==> src/rtl/core/ordered_packet_filter_rule_table_core_macros.svh <==
// ----------------------------------------------------------------------------
// assertion macros for the rule table core
// shared concurrent assertion forms, clocked on clk with async reset
// ----------------------------------------------------------------------------
`ifndef ORDERED_PACKET_FILTER_RULE_TABLE_CORE_MACROS_SVH
`define ORDERED_PACKET_FILTER_RULE_TABLE_CORE_MACROS_SVH

// same-cycle implication
`define OPRT_ASSERT_IMPLY(lbl, ante, cons) \
	lbl: assert property (@(posedge clk) disable iff (!arst_n) (ante) |-> (cons)) \
		else $error("assertion failed");

// next-cycle implication
`define OPRT_ASSERT_NEXT(lbl, ante, cons) \
	lbl: assert property (@(posedge clk) disable iff (!arst_n) (ante) |=> (cons)) \
		else $error("assertion failed");

`endif

==> src/rtl/core/oprt_pkg.sv <==
// ----------------------------------------------------------------------------
// oprt_pkg
// types and constants shared by the rule table front, back and top level
// ----------------------------------------------------------------------------
package oprt_pkg;

	localparam int MAX_RULES = 64;
	localparam int IDX_W     = $clog2(MAX_RULES);
	localparam int CNT_W     = IDX_W + 1;

	typedef enum logic [2:0] {
		OP_FILTER = 3'd0,
		OP_INSERT = 3'd1,
		OP_DELETE = 3'd2,
		OP_MODIFY = 3'd3,
		OP_SWAP   = 3'd4,
		OP_CLEAR  = 3'd5
	} op_e_t;

	typedef enum logic [1:0] {
		ST_OK       = 2'd0,
		ST_BAD_POS  = 2'd1,
		ST_FULL     = 2'd2
	} status_e_t;

	typedef enum logic [1:0] {
		CFG_IDX_CONTINUE = 2'd0,
		CFG_IDX_NO_MATCH = 2'd1
	} cfg_idx_e_t;

	typedef struct packed {
		logic [31:0] address;
		logic [31:0] mask;
		logic [15:0] port_low;
		logic [15:0] port_high;
		logic [15:0] action;
		logic [7:0]  protocol;
		logic        direction;
		logic        address_only;
	} entry_t;

	typedef struct packed {
		logic [2:0]  opcode;
		logic [6:0]  position;
		entry_t      rule;
		logic [15:0] local_port;
		logic [15:0] remote_port;
	} cmd_t;

	// queue head seen by the back end
	typedef struct packed {
		logic valid;
		cmd_t cmd;
	} qhead_t;

	typedef enum logic [3:0] {
		BS_IDLE,
		BS_SCAN_RD,
		BS_SCAN_EV,
		BS_MOVE_CHK,
		BS_MOVE_WR,
		BS_WRITE,
		BS_SWAP_RD0,
		BS_SWAP_RD1,
		BS_SWAP_WR0,
		BS_SWAP_WR1,
		BS_FIN
	} bstate_t;

endpackage

==> src/rtl/core/oprt_front.sv <==
// ----------------------------------------------------------------------------
// oprt_front
// accepts command words and holds them in a two-entry queue for the back end
// ----------------------------------------------------------------------------
module oprt_front (
	input  logic          clk,
	input  logic          arst_n,
	input  logic          in_valid,
	output logic          in_stall,
	input  oprt_pkg::cmd_t in_cmd,
	output oprt_pkg::qhead_t head,
	input  logic          pop
);
	import oprt_pkg::*;

	cmd_t       slot_q [2];
	logic       wr_ptr_q;
	logic       rd_ptr_q;
	logic [1:0] count_q;
	logic       push;
	logic       do_pop;

	// stall only when both slots are taken
	assign in_stall = (count_q == 2'd2);
	assign push     = in_valid && !in_stall;
	assign do_pop   = pop && (count_q != 2'd0);

	assign head.valid = (count_q != 2'd0);
	assign head.cmd   = slot_q[rd_ptr_q];

	// slot storage
	always_ff @(posedge clk) begin
		if (push) begin
			slot_q[wr_ptr_q] <= in_cmd;
		end
	end

	// pointers and fill count
	always_ff @(posedge clk or negedge arst_n) begin
		if (!arst_n) begin
			wr_ptr_q <= 1'b0;
			rd_ptr_q <= 1'b0;
			count_q  <= 2'd0;
		end else begin
			if (push) begin
				wr_ptr_q <= ~wr_ptr_q;
			end
			if (do_pop) begin
				rd_ptr_q <= ~rd_ptr_q;
			end
			case ({push, do_pop})
				2'b10:   count_q <= count_q + 2'd1;
				2'b01:   count_q <= count_q - 2'd1;
				default: count_q <= count_q;
			endcase
		end
	end

endmodule

==> config.mk <==
export PLATFORM = sky130hd
export DESIGN_NAME = oprt_front
export DESIGN_NICKNAME = d
export VERILOG_FILES = /design/src/rtl/core/ordered_packet_filter_rule_table_core_macros.svh /design/src/rtl/core/oprt_pkg.sv /design/src/rtl/core/oprt_front.sv
export SDC_FILE = /design/constraint.sdc
export NUM_CORES = 1
export LEC_CHECK = 0
export ABC_AREA = 1
export BUFFER_PORTS_ARGS = -buffer_cell sky130_fd_sc_hd__buf_2
export CAP_MARGIN = 40
export CORE_UTILIZATION = 47
export CTS_CLUSTER_DIAMETER = 30
export DETAILED_ROUTE_END_ITERATION = 8
export MAX_ROUTING_LAYER = met4
export PLACE_DENSITY = 0.75
export SYNTH_ARGS = -nofsm -noshare
export SYNTH_HDL_FRONTEND = slang
export SYNTH_SLANG_ARGS = --single-unit
==> constraint.sdc <==
create_clock -name clk -period 7.47 [get_ports clk]
set_input_delay 1.494 -clock clk [delete_from_list [all_inputs] [get_ports clk]]
set_output_delay 1.494 -clock clk [all_outputs]
set_load 0.02 [all_outputs]
== Word level (Yosys, flattened, before mapping) ==
Memory sizes are Yosys's and may differ from the RTL's.
Cells that the tools add are included.
Word-level totals
  bits in registers: 4
  memory bits (writable): 328
  bits of input ports: 168
  output and inout bits: 166
  logic and storage cells: 19
  memories kept: 1
Memory list
  slot_q: words 2, width 164, rd ports 1, clocked after Yosys merged registers in 0, write ports 1, RTL line oprt_front.sv:16  | cmd_t slot_q [2];
Operators by class
  add/subtract/negate cells: 2
  eq/ne operators: 3
  mux-type cells: 3
  bitwise logic cells: 2
  reductions and logical operators: 5
Operators with widths (count)
  $eq A2 B2 Y1 const B: 2
  $pmux W2 S2: 1
  $reduce_bool A2 Y1: 2
  $add A2 B1 Y2 const B: 1
  $eq A2 B1 Y1 const B: 1
  $logic_and A1 B1 Y1: 2
  $mux W1: 2
  $not A1 Y1: 2
  $sub A2 B1 Y2 const B: 1
  $logic_not A1 Y1: 1

== Depth between registers and ports, before layout ==
Gate-level depths: netlist (run 1).
  depth in word-level cells: 5
  gate-level depth with buffers: 10
  mapped depth without buffers: 10

== Worst setup path after synthesis (run 1) ==
Ideal clock, no wire load.
  path kind: in2reg
  from: in in_valid
  to: mem slot_q[1][0] in the netlist's numbering (enable)
  library setup time: 0.691 ns
  arrival: 8.442 ns
  data required time: 6.779 ns
  path slack: -1.663 ns
  stages: 2
  path buffers: 0
  cell sequence: o21ai_0 nor2_1
On the way
  cells in the longest elaborated chain, start to end: 3
Ends and longest elaborated chain
  start, declared: RTL line oprt_front.sv:8  | input logic in_valid,
  $logic_and A1 B1 Y1: RTL line oprt_front.sv:25  | assign push = in_valid && !in_stall;
  $mux W1: RTL line oprt_front.sv:33  | if (push) begin
  $mux W1 (implied by the code): RTL line oprt_front.sv:34  | slot_q[wr_ptr_q] <= in_cmd;
  end, declared: RTL line oprt_front.sv:16
Every way passes these cells.

==> results list, run 1 <==
* Iteration-0 DRC Markers: roughly 680
- The number of global-route vias before repair came to between 7000 and 8000.
- Total negative slack for setup checks: 0 ps
- After detailed routing, the number of remaining DRC violations is 0.
- IR analysis of the VDD net gives a maximum drop of between 300 and 400 uV.
- Core outline area: about 25000 sq um
- roughly 330 I/O pins were placed.
* Transition time at the pin with the least slew margin: 865.8 ps
- Data required, critical path: approximately 6000 ps
- Entering global routing, the biggest net connects 78 pins.
- The clock network is responsible for a little over a third of the overall power.
- CTS Root Buffer Type: clkbuf_16
- Via density per instance: a little under 5
- Summed over all nets, the half-perimeter wirelength after detailed placement is ~17 mm.
* TritonCTS clock tree: done
- CTS buffer count: 59
* Period minus WS final: ~4200 ps
- The netlist uses 13 different library cells.
- Buffer count from post-CTS setup fixing: 0
* Period Utilization, post-route: 56.73%
* Total congestion overflow after global routing: 0
* Unrepaired setup endpoints after global routing: false
- Top post-synthesis cells by area: edfxtp_1 (81%), nand2_1 (16%), buf_2 (1.4%)
- Global routing consumed, over all layers together, 20.66% of the routing resources.
- Combinational cells account for 30.0% of the total power.
* Outcome: completed
* Layout cell share with drive strength beyond 1: 34.43%
- Summed over all cells, the static leakage comes to ~7.1 nW.
* Number of antenna violations at the first check in global routing: 2
- Critical-path top delay cell: dfrtp_4
- At the end of the flow, the number of nets in the layout was between 1000 and 1500.
* Maximum single-stage delay on the critical path: 420 ps
- CP Max Fanout: 54
* Die H: 162.5 microns
* Clk Latency, worst-skew pair: 560 ps
- edfxtp_1 takes more of the synthesized area than any other cell.
- Type of element capturing the critical path: output pin
* Total design power: between 7 and 8 mW
- Net switching power of the design: 2.698 mW
- Counting every sink on the clock net gives approximately 330.
- Routability-driven placement finished with a final weighted congestion of approximately 0.80.
- Remaining antenna violation count after routing: 0
- CTS built an H-tree with a depth of 2.
* Syn Nets: between 1000 and 1500
- For the final database, setup skew stands at 14.86 ps.
* Post-synth design cell area: between 10000 and 15000 sq um
* Synthesis warning total: 0
- Slew Viols, Final: 0
- Cell Count, Final, Fillers Out: ~1600
* Internal power of the cells: 4.988 mW
- Clock-pin slew was measured on the worst setup and hold paths at roughly 50 ps.
* Count of input and output buffers: around 330
- Number of gates resized after cts: 0
- In this design, the largest share of critical-path delay is due to buffers and inverters.
* Filler instances: 1825
- For this block, the routed nets add up to around 27 mm of wire.
- Static timing analysis puts the maximum clock frequency at 0.2360 GHz.
- In this run the horizontal extent of the chip is between 150 and 200 microns.
- Maximum clock insertion buffer count: 3
- P per Cell Area: between 400 and 500 nW/um^2
- Vias after detailed routing: around 8000
- Synthesis produced between 800 and 900 cells.
- For this design, the CTS-stage hold fixing added 0 buffers.
* Area delta synth->final: 34.68%
* Total of endpoints with negative setup slack in the final report: 0
- Placed instance count: roughly 1500
* Leading cell types in the layout, fill and taps excluded: nand2_1 (502), buf_2 (333), edfxtp_1 (328), clkbuf_16 (61)
- Initial Utilization: 47.92%
- Endpoint arrival time on the critical path: 2740 ps
- Register bit count reported by yosys: about 330
- Most frequent standard cell in the layout excluding fill and tap cells: nand2_1
- The floorplan step defined a die boundary enclosing 26390 sq um.
- The critical path in this run is classified as register to output pin.
- A synthesized cell averages 13.63 sq um.
- Wire length of the first global-routing pass: ~40 mm
- In this run the tightest slew margin relative to its limit is 42.28%.
- Drt first pass iters: 5
- The final-report hold violation count came to 0.
* Sw frac: about a third
- Finished Core Util: between 60% and 70%
* Proportion of netlist area held by the largest area contributor: about four fifths
- Chain of cells forming the critical path: buf_4 -> buf_12 -> buf_4 -> buf_16 -> nand2_1 -> nand2_1 -> buf_2
- Rows: 58
* Critical path buffer and inverter count: 5
* Detail-routed net length per standard cell: between 15 and 20 microns
* # Max-Cap Violations: 0
- Worst min-delay path category: register to register
- After synthesis, flip-flops and latches occupy 82.22% of the total area.
- STA classifies the critical path startpoint as a register.
* Sequential fraction of design power: between 30 and 40%
[final timing paths]
path	slack, ps	cells past startpoint	start	endpoint
worst max-delay path	3230	7	rd_ptr_q	head[135]
worst min-delay path	480	2	count_q[1]	count_q[1]
worst max register to register	5150	7	count_q[1]	slot_q[0][87]
worst min register to register	480	2	count_q[1]	count_q[1]
max in group asynchronous	6590	1	arst_n	rd_ptr_q
min in group asynchronous	740	1	arst_n	count_q[0]
[registers in the layout, summed over array words and instances (netlist names)]
| register | count |
|---|---|
| slot_q | 328 |
| count_q | 2 |
| wr_ptr_q | 1 |
| rd_ptr_q | 1 |
[layout make-up]
cell class / instances / area [sq um] / area share, %
flip-flops and latches: 332 / 9953 / 61.07
multi-input cells: 511 / 1947 / 11.95
repair buffers: 346 / 1849 / 11.35
clock buffers: 63 / 1534 / 9.412
clock inverters: 49 / 555.5 / 3.409
well taps: 330 / 412.9 / 2.533
inverters: 9 / 41.29 / 0.2533
diodes: 2 / 5.005 / 0.03071
[synthesized netlist by cell type]
cell type  number
buf_2          35
clkbuf_1        1
dfrtp_1         4
edfxtp_1      328
ha_1            1
inv_1           8
inv_2           1
nand2_1       502
nand3_1         3
nand4_1         1
nor2_1          2
o21ai_0         1
xnor2_1         1
[power by group through the flow]
stage	Combinational (mW)	Clock, mW	Sequential, mW
3_5_place_dp	2.33	0	2.67
5_1_grt	2.51	2.87	2.66
2_1_floorplan	1.46	0	2.72
4_1_cts	2.35	2.78	2.64
3_3_place_gp	2.24	0	2.66
6_report	2.31	2.74	2.64
[worst register-to-register path: cells and delay by family, from the launching register on]
family	cells	cell delay, ps
flops	1	380
buf+inv	5	1380
simple gates	2	210
[kinds of logic (layout without fill, tap and decap cells)]
kind of cell	count (synthesis)	count (layout)	synth area share [%]
AO/OA/AOI/OAI	1	1	0.04132
XOR/XNOR	1	1	0.07239
adder cells (fa/ha/maj)	1	1	0.1034
AND/OR/NAND/NOR	508	508	15.81
flip-flops	332	332	82.22
buffers and inverters	45	467	1.758
other	0	2	0
[layer usage]
metal	share of wire [%]	track usage, %
met1	39	24.10
met4	2.7	7.804
met3	10	6.748
met5	0	-
met2	48	33.31
[per-stage QoR]
stage	instance area [sq um]	worst slack [ps]	hold slack, ps
floorplan	12100	1097	441.7
global placement	14080	3486	457.3
detailed placement	14200	3770	464.4
CTS	16290	3177	477.6
global route	16300	3053	503.0
finish	16300	3232	483.2
No activity file was read; power rests on OpenSTA's default activity.
==> run 2, diff against run 1 <==
--- a/config.mk
+++ b/config.mk
@@ -8,11 +8,11 @@
 export ABC_AREA = 1
 export BUFFER_PORTS_ARGS = -buffer_cell sky130_fd_sc_hd__buf_2
 export CAP_MARGIN = 40
-export CORE_UTILIZATION = 47
+export CORE_UTILIZATION = 50
 export CTS_CLUSTER_DIAMETER = 30
 export DETAILED_ROUTE_END_ITERATION = 8
 export MAX_ROUTING_LAYER = met4
-export PLACE_DENSITY = 0.75
+export PLACE_DENSITY = 0.76
 export SYNTH_ARGS = -nofsm -noshare
 export SYNTH_HDL_FRONTEND = slang
 export SYNTH_SLANG_ARGS = --single-unit
==> constraint.sdc (replaced) <==
create_clock -name clk -period 4.4 [get_ports clk]
set_input_delay 0.88 -clock clk [delete_from_list [all_inputs] [get_ports clk]]
set_output_delay 0.88 -clock clk [all_outputs]
set_load 0.02 [all_outputs]
==> run 2 against run 1 <==
Largest power group is now registers. Die area is 5.9% lower. Critical path type unchanged. Sequential share of layout area increased by 1.0 points. Global-route usage is 0.35 points higher. Routed wire length down 3.9%. Flip-flop and latch count did not move. Total power grew 63%. Clock-buffer cell count decreased by 2. Combinational power increased by 67%. Via count decreased by 1.3%.
==> results list, run 2 (synthesis results as in run 1) <==
- Outcome: completed (unchanged)
- # Max-Cap Violations: 0 (unchanged)
* TritonCTS clock tree: done (unchanged)
- CTS clock-pin slew for the worst setup and hold paths: 50 ps (about the same)
* Ports placed on the boundary: 334 (unchanged)
* Total congestion overflow after global routing: 0 (unchanged)
* Worst Skew: 19.31 ps (was 14.86 ps)
- The clock sink count came to 332 (unchanged).
* Filler instances: 1612 (was 1825)
- Initial Utilization: 51.25% (was 47.92%)
* Registers with the highest flip-flop counts: slot_q: 328 flops, count_q: 2 flops (unchanged)
* Clock power frac: 33.2% (was 35.7%)
- Area delta synth->final: 32.51% (was 34.68%)
- Remaining antenna violation count after routing: 0 (unchanged)
- Endpoint arrival time on the critical path: 2440 ps (was 2740 ps)
- Number of nets in the layout: 1424 (was 1428)
- Via count of the first global-routing pass: 7628 (was 7856)
- Critical-path top delay cell: inv_4 (was dfrtp_4)
- Worst slack, placed: 1622 ps (was 3770 ps)
- The number of buffers created by CTS is 54 (was 59).
- Total global-route track usage: 21.01% (was 20.66%)
- Met3 capacity usage during global routing: 7.555% (was 6.748%)
- The worst vdd rail ir drop was 594.1 uV (was 376.6 uV).
* Maximum clock insertion buffer count: 3 (unchanged)
- Remaining routing DRC violations: 0 (unchanged)
* Met2 layer usage reported by global route: 34.16% (was 33.31%)
* P per Cell Area: 779.3 nW/um^2 (was 471.5 nW/um^2)
- Core outline area: 23610 sq um (was 25250 sq um)
- Total negative slack for setup checks: 0 ps (unchanged)
- Chain of cells forming the critical path: inv_4 -> buf_4 -> nand2_1 -> nand2_1 -> buf_2 (was buf_4 -> buf_12 -> buf_4 -> buf_16 -> nand2_1 -> nand2_1 -> buf_2).
- Counting I/O delays and the setup requirement, the final critical path takes roughly 3300 ps.
- Relative contribution of combinational cells to total power: 30.9% (was 30.0%)
- The first-iteration detailed-routing DRC count was 679 (was 681).
- Leading cell types in the layout, fill and taps excluded: nand2_1 (502), buf_2 (333), edfxtp_1 (328), clkbuf_16 (57), buf_4 (11) (was nand2_1 (502), buf_2 (333), edfxtp_1 (328), clkbuf_16 (61)).
- Data required, critical path: 3520 ps (was 5980 ps)
- Final setup margin: 1083 ps (was 3232 ps)
* Period Utilization, post-route: about three quarters
* Total wire length after detailed routing: 26.05 mm (was 27.11 mm)
* CP Max Fanout: 72 (was 54)
* Detail-routed net length per standard cell: 16.06 microns (was 16.51 microns)
- Width of the die: 157.6 microns (was 162.5 microns)
- The height of the die was 157.6 microns (was 162.5 microns).
- Number of antenna violations at the first check in global routing: 4 (was 2)
- The critical path class was register to output pin (unchanged).
- The final count of negative-setup-slack endpoints came to 0 (unchanged).
- The peak per-stage delay on the critical path was 570 ps (was 420 ps).
- The area of the die is 24830 sq um (was 26390 sq um).
* Fmax achieved: ~0.3 GHz
* Maximum number of pins on one net before global-route repair: 80 (was 78)
* Post-detail-place hpwl: 16.79 mm (was 16.92 mm)
- Busiest metal layer after global routing: met2 (unchanged)
- Max FFs per register: 328 (unchanged)
* Rows: 56 (was 58)
- The share of total power consumed by net switching was 35.19% (was 35.10%).
* Type of element capturing the critical path: output pin (unchanged)
- Unrepaired setup endpoints after global routing: false (unchanged).
- Slew Viols, Final: 0 (unchanged)
* Final number of hold-violating endpoints: 0 (unchanged)
- Sequential fraction of design power: 35.9% (was 34.3%)
- The internal power component came to 8.100 mW (was 4.988 mW).
* Wire length of the first global-routing pass: 38.19 mm (was 40.23 mm)
* Most frequent standard cell in the layout excluding fill and tap cells: nand2_1 (unchanged)
- The count of input and output buffers came to 333 (unchanged).
- Final Wtd Congestion: 0.7635 (was 0.7976)
- The path class of the lowest-slack min-delay path was primary input to asynchronous set/reset pin (was register to register).
* Transition time at the pin with the least slew margin: 864.8 ps (was 865.8 ps)
* Vias after detailed routing: 7861 (was 7961)
- The depth of the CTS H-tree came to 2 (unchanged).
- Largest register by flop count: slot_q (unchanged)
* Layout cell share with drive strength beyond 1: 34.03% (was 34.43%)
* Drt first pass iters: 7 (was 5)
- The power spent charging and discharging nets was 4.397 mW (was 2.698 mW).
- The startpoint type of the worst setup path is a register (unchanged).
- Hold bufs inserted after CTS: 0 (unchanged)
* Via density per instance: 4.846 (was 4.848)
- The met1 track demand over resource in global routing is 24.30% (was 24.10%).
- CTS Root Buffer Type: clkbuf_16 (unchanged)
- The leakage power summed over all cells is 6.947 nW (was 7.075 nW).
- The worst slew slack as a fraction of its limit is 42.35% (was 42.28%).
* Critical Path Most Common Cell: nand2_1
- Buffer count from post-CTS setup fixing: 0 (unchanged)
- The clock latency on the worst-skew pair is 540 ps (was 560 ps).
- The number of cells upsized or downsized after cts was 0 (unchanged).
==> run 2: cell types whose count changed in the layout (fill, tap and decap cells not counted) <==
cell / delta
bufinv_16: -3
clkinv_1: -4
clkinv_4: -1
clkbuf_1: +2
inv_16: -1
inv_8: -1
clkinv_2: -1
diode_2: +2
clkinvlp_4: +2
inv_6: -1
buf_4: +3
buf_12: -2
clkbuf_16: -4
==> run 2: path summary, 6_finish.rpt <==
path,from,to,slack (ps),cells after the start
worst max-delay path,rd_ptr_q,head[102],1080,5
worst min-delay path,arst_n,count_q[0],150,1
worst max register to register,count_q[1],slot_q[1][89],2450,4
worst min register to register,wr_ptr_q,wr_ptr_q,480,2
max in group asynchronous,arst_n,rd_ptr_q,4100,1
min in group clk,wr_ptr_q,wr_ptr_q,480,2
==> run 2: area by class of cell <==
cell class	count	area (sq um)	area share (%)
antenna	4	10.01	0.06242
clock buffer	61	1441	8.989
clock inverter	39	412.9	2.575
inverter	9	40.04	0.2497
multi-input combinational	511	1947	12.14
sequential	332	9953	62.07
tap	319	399.1	2.489
timing repair buffer	347	1832	11.42
==> run 2: layer usage <==
layer	vias to the layer above	wire, microns	part of all wire, %
li1	3776	-	-
met1	3685	10240	39
met3	42	2776	11
met2	358	12560	48
met4	0	471	1.8
met5	-	0	0
==> run 2: critical path, delay by kind of cell (launching register included) <==
family / cells / cell delay [ps]
buf+inv: 3 / 1210
flops: 1 / 490
simple gates: 2 / 160
==> run 2: through the flow <==
| stage | util, % | power [mW] | hold WS, ps | std cells | instance area (sq um) |
|---|---|---|---|---|---|
| 6_report | 67.91 | 12.50 | 148.2 | 1622 | 16040 |
| 5_1_grt | 67.90 | 13.13 | 132.7 | 1621 | 16030 |
| 4_1_cts | 67.87 | 12.61 | 121.3 | 1618 | 16030 |
| 3_5_place_dp | 60.01 | 8.417 | 472.2 | 1518 | 14170 |
| 3_3_place_gp | 59.67 | 8.291 | 458.2 | 1515 | 14090 |
| 2_1_floorplan | - | 7.047 | 441.7 | 888 | 12110 |
==> run 2: power by group through the flow <==
stage	clock, mW	sequential [mW]	combinational [mW]
floorplan	0	4.56	2.49
global placement	0	4.53	3.77
detailed placement	0	4.54	3.88
CTS	4.22	4.49	3.91
global route	4.35	4.54	4.24
finish	4.15	4.49	3.86
==> run 3, diff against run 2 <==
==> constraint.sdc (replaced) <==
create_clock -name clk -period 3.3 [get_ports clk]
set_input_delay 0.66 -clock clk [delete_from_list [all_inputs] [get_ports clk]]
set_output_delay 0.66 -clock clk [all_outputs]
set_load 0.02 [all_outputs]
==> run 3 against run 2 <==
Critical path type unchanged. Highest routed layer unchanged. Sequential power up 34%. Sequential share of layout area down 0.39 points. Clock skew down 4.9 ps. Flip-flop and latch count unchanged. Clock-buffer cell count up 2. Design area up 0.65%. Combinational power up 37%. Core utilization up 0.44 points. Total power up 35%.
==> results list, run 3 (synthesis results as in run 1) <==
* Area occupied by registers: 9955 sq um (was 9953 sq um)
* TritonCTS clock tree: done (unchanged)
* Worst slew margin relative to its limit: 46.56% (was 42.35%)
* Leakage: 6.974 nW (was 6.947 nW)
* Maximum number of pins on one net before global-route repair: 166 (was 80)
* Slew Viols, Final: 0 (unchanged)
- Via count of the first global-routing pass: 7795 (was 7628)
- Worst r2r path cells: 7 (was 4)
* Worst Skew: 14.38 ps (was 19.31 ps)
* Sum of routed wire segments on met1: 10.06 mm (was 10.24 mm)
* Area delta synth->final: 33.36% (was 32.51%)
- The highest routing layer actually used was met4 (unchanged).
- Die H: 157.6 microns (unchanged)
* Vias after detailed routing: 7919 (was 7861)
- Worst-case register-to-register setup slack: 1420 ps (was 2450 ps)
- The clock sink count is 332 (unchanged).
* Launching point of the worst reg2reg path: count_q[1] (unchanged)
- Total global-route track usage: 21.88% (was 21.01%)
- The number of buffers on the longest clock path is 3 (unchanged).
* P per Cell Area: 1048 nW/um^2 (was 779.3 nW/um^2)
- Number of gates resized after cts: 0 (unchanged)
- The clock tree root buffer cell is clkbuf_16 (unchanged).
- Total of endpoints with negative setup slack in the final report: 0 (unchanged)
- Unrepaired setup endpoints after global routing: false (unchanged).
* Data required, critical path: 2640 ps (was 3520 ps)
- The final-layout fill cell count is 1675 (was 1612).
- The startpoint type of the worst setup path was a register (unchanged).
- Cell Count, Final, Fillers Out: 1629 (was 1622)
- The reg-to-reg critical path endpoint is slot_q[0][84] (was slot_q[1][89]).
- The critical path capture point was head[31] (was head[102]).
- The number of top-level pins is 334 (unchanged).
- The routability congestion estimate from global placement came to 0.7658 (was 0.7635).
- Total design power: 16.92 mW (was 12.50 mW)
- Registers with the highest flip-flop counts: slot_q: 328 flops, count_q: 2 flops (unchanged).
- Leading cell types in the layout, fill and taps excluded: nand2_1 (502), buf_2 (333), edfxtp_1 (328), clkbuf_16 (57), clkinvlp_4 (10) (was nand2_1 (502), buf_2 (333), edfxtp_1 (328), clkbuf_16 (57), buf_4 (11))
- CP Launch Point: rd_ptr_q (unchanged)
- CTS buffer count: 56 (was 54)
- Via density per instance: 4.861 (was 4.846)
- The number of violations of the max-capacitance limit is 0 (unchanged).
- Period Utilization, post-route: about 90%
- The aggregate global routing overflow was 0 (unchanged).
- The core region area came to 23610 sq um (unchanged).
* Endpoint arrival time on the critical path: 2230 ps (was 2440 ps)
* Largest register by flop count: slot_q (unchanged)
- Max FFs per register: 328 (unchanged)
- Final instance area: 16140 sq um (was 16040 sq um)
* Layout cell share with drive strength beyond 1: 34.36% (was 34.03%)
- The cell total after placement is 1518 (unchanged).
- The iteration count of the initial detailed-routing pass came to 5 (was 7).
- Rows: 56 (unchanged)
* Period minus WS final: around 2900 ps
- The area of the die came to 24830 sq um (unchanged).
- Count of input and output buffers: 333 (unchanged)
* Cell area reported after detailed placement: 14240 sq um (was 14170 sq um)
- Detail-routed net length per standard cell: 16.66 microns (was 16.06 microns)
- The leading cell type in the layout, fill and taps excluded is nand2_1 (unchanged).
- Crit Path Class: register to output pin (unchanged)
* Worst min-delay path category: primary input to register (was primary input to asynchronous set/reset pin)
- The number of antenna violations at the first check in global routing came to 5 (was 4).
* Finished Core Util: 68.35% (was 67.91%)
* Post-detail-place hpwl: 16.79 mm (about the same)
- Total wire length after detailed routing: 27.14 mm (was 26.05 mm)
- The depth of the CTS H-tree was 2 (unchanged).
* Final number of hold-violating endpoints: 0 (unchanged)
* Remaining antenna violation count after routing: 0 (unchanged)
* Fmax achieved: around 0.35 GHz
* Remaining routing DRC violations: 0 (unchanged)
* Detailed route wirelength on metal2: 13.79 mm (was 12.56 mm)
- The floorplan die width is 157.6 microns (unchanged).
* Initial Utilization: 51.25% (unchanged)
* Cell count of the worst hold path: 1
- The measured slew at the worst slew-check pin is 801.6 ps (was 864.8 ps).
- The routed length on met3 came to 2.839 mm (was 2.776 mm).
* Wire length of the first global-routing pass: 39.74 mm (was 38.19 mm)
- The clock input transition at the sequential cells of the worst setup and hold paths came to 50 ps (about the same).
* Worst ir drop on vdd: 811.6 uV (was 594.1 uV)
* Area taken by multi-input logic gates: 1971 sq um (was 1947 sq um)
- Clk Latency, worst-skew pair: 540 ps (about the same)
* CP Max Fanout: 51 (was 72)
* Iteration-0 DRC Markers: 632 (was 679)
* Outcome: completed (unchanged)
- Type of element capturing the critical path: output pin (unchanged)
* Number of nets in the layout: 1427 (was 1424)
## run 3: what timing repair did
item | CTS | global route
endpoints found under the hold margin | 4 | 0
hold buffers | 1 | 0
setup buffers | 0 | 0
## run 3: per-layer routing
layer	global-route usage [%]	up-vias
met3	7.254	44
met1	24.54	3733
met4	6.935	0
met5	-	-
li1	-	3774
met2	37.02	368
## run 3: layout make-up
class                      instances  area share, %
sequential                       332          61.68
multi-input combinational        511          12.21
timing repair buffer             348          11.66
clock buffer                      63          8.977
clock inverter                    41          2.659
tap                              319          2.473
inverter                           9         0.2481
antenna                            6        0.09303
## run 3: critical path: stages (launching register included)
cell and delay (ps):
dfrtp_4 500, inv_4 490, buf_12 290, nand2_1 90
nand2_1 90, buf_2 180
## run 3: report_power, final
group          internal [mW]  switching [mW]  leakage [nW]
Combinational           1.47            3.82          2.98
Clock                   3.66            1.98         0.893
Sequential              5.76           0.234          3.10
## run 3: how the worst min path moves through the flow
stage | endpoint | from | slack, ps
final | slot_q[0][151] | in_cmd[151] | 300
after global routing | slot_q[0][150] | in_cmd[150] | 280
after CTS | slot_q[0][8] | in_cmd[8] | 270
after detailed placement | wr_ptr_q | arst_n | 470
after global placement | wr_ptr_q | arst_n | 470
after floorplan | count_q[0] | arst_n | 360
## run 3: stage by stage
| step | hold WS (ps) | setup TNS, ps | setup WS (ps) |
|---|---|---|---|
| finish | 297.7 | 0 | 407.1 |
| detailed placement | 471.4 | 0 | 1006 |
| global placement | 467.2 | 0 | 927.2 |
| global route | 280.2 | 0 | 316.0 |
| CTS | 273.5 | 0 | 379.3 |
| floorplan | 364.4 | -89060 | -274.2 |
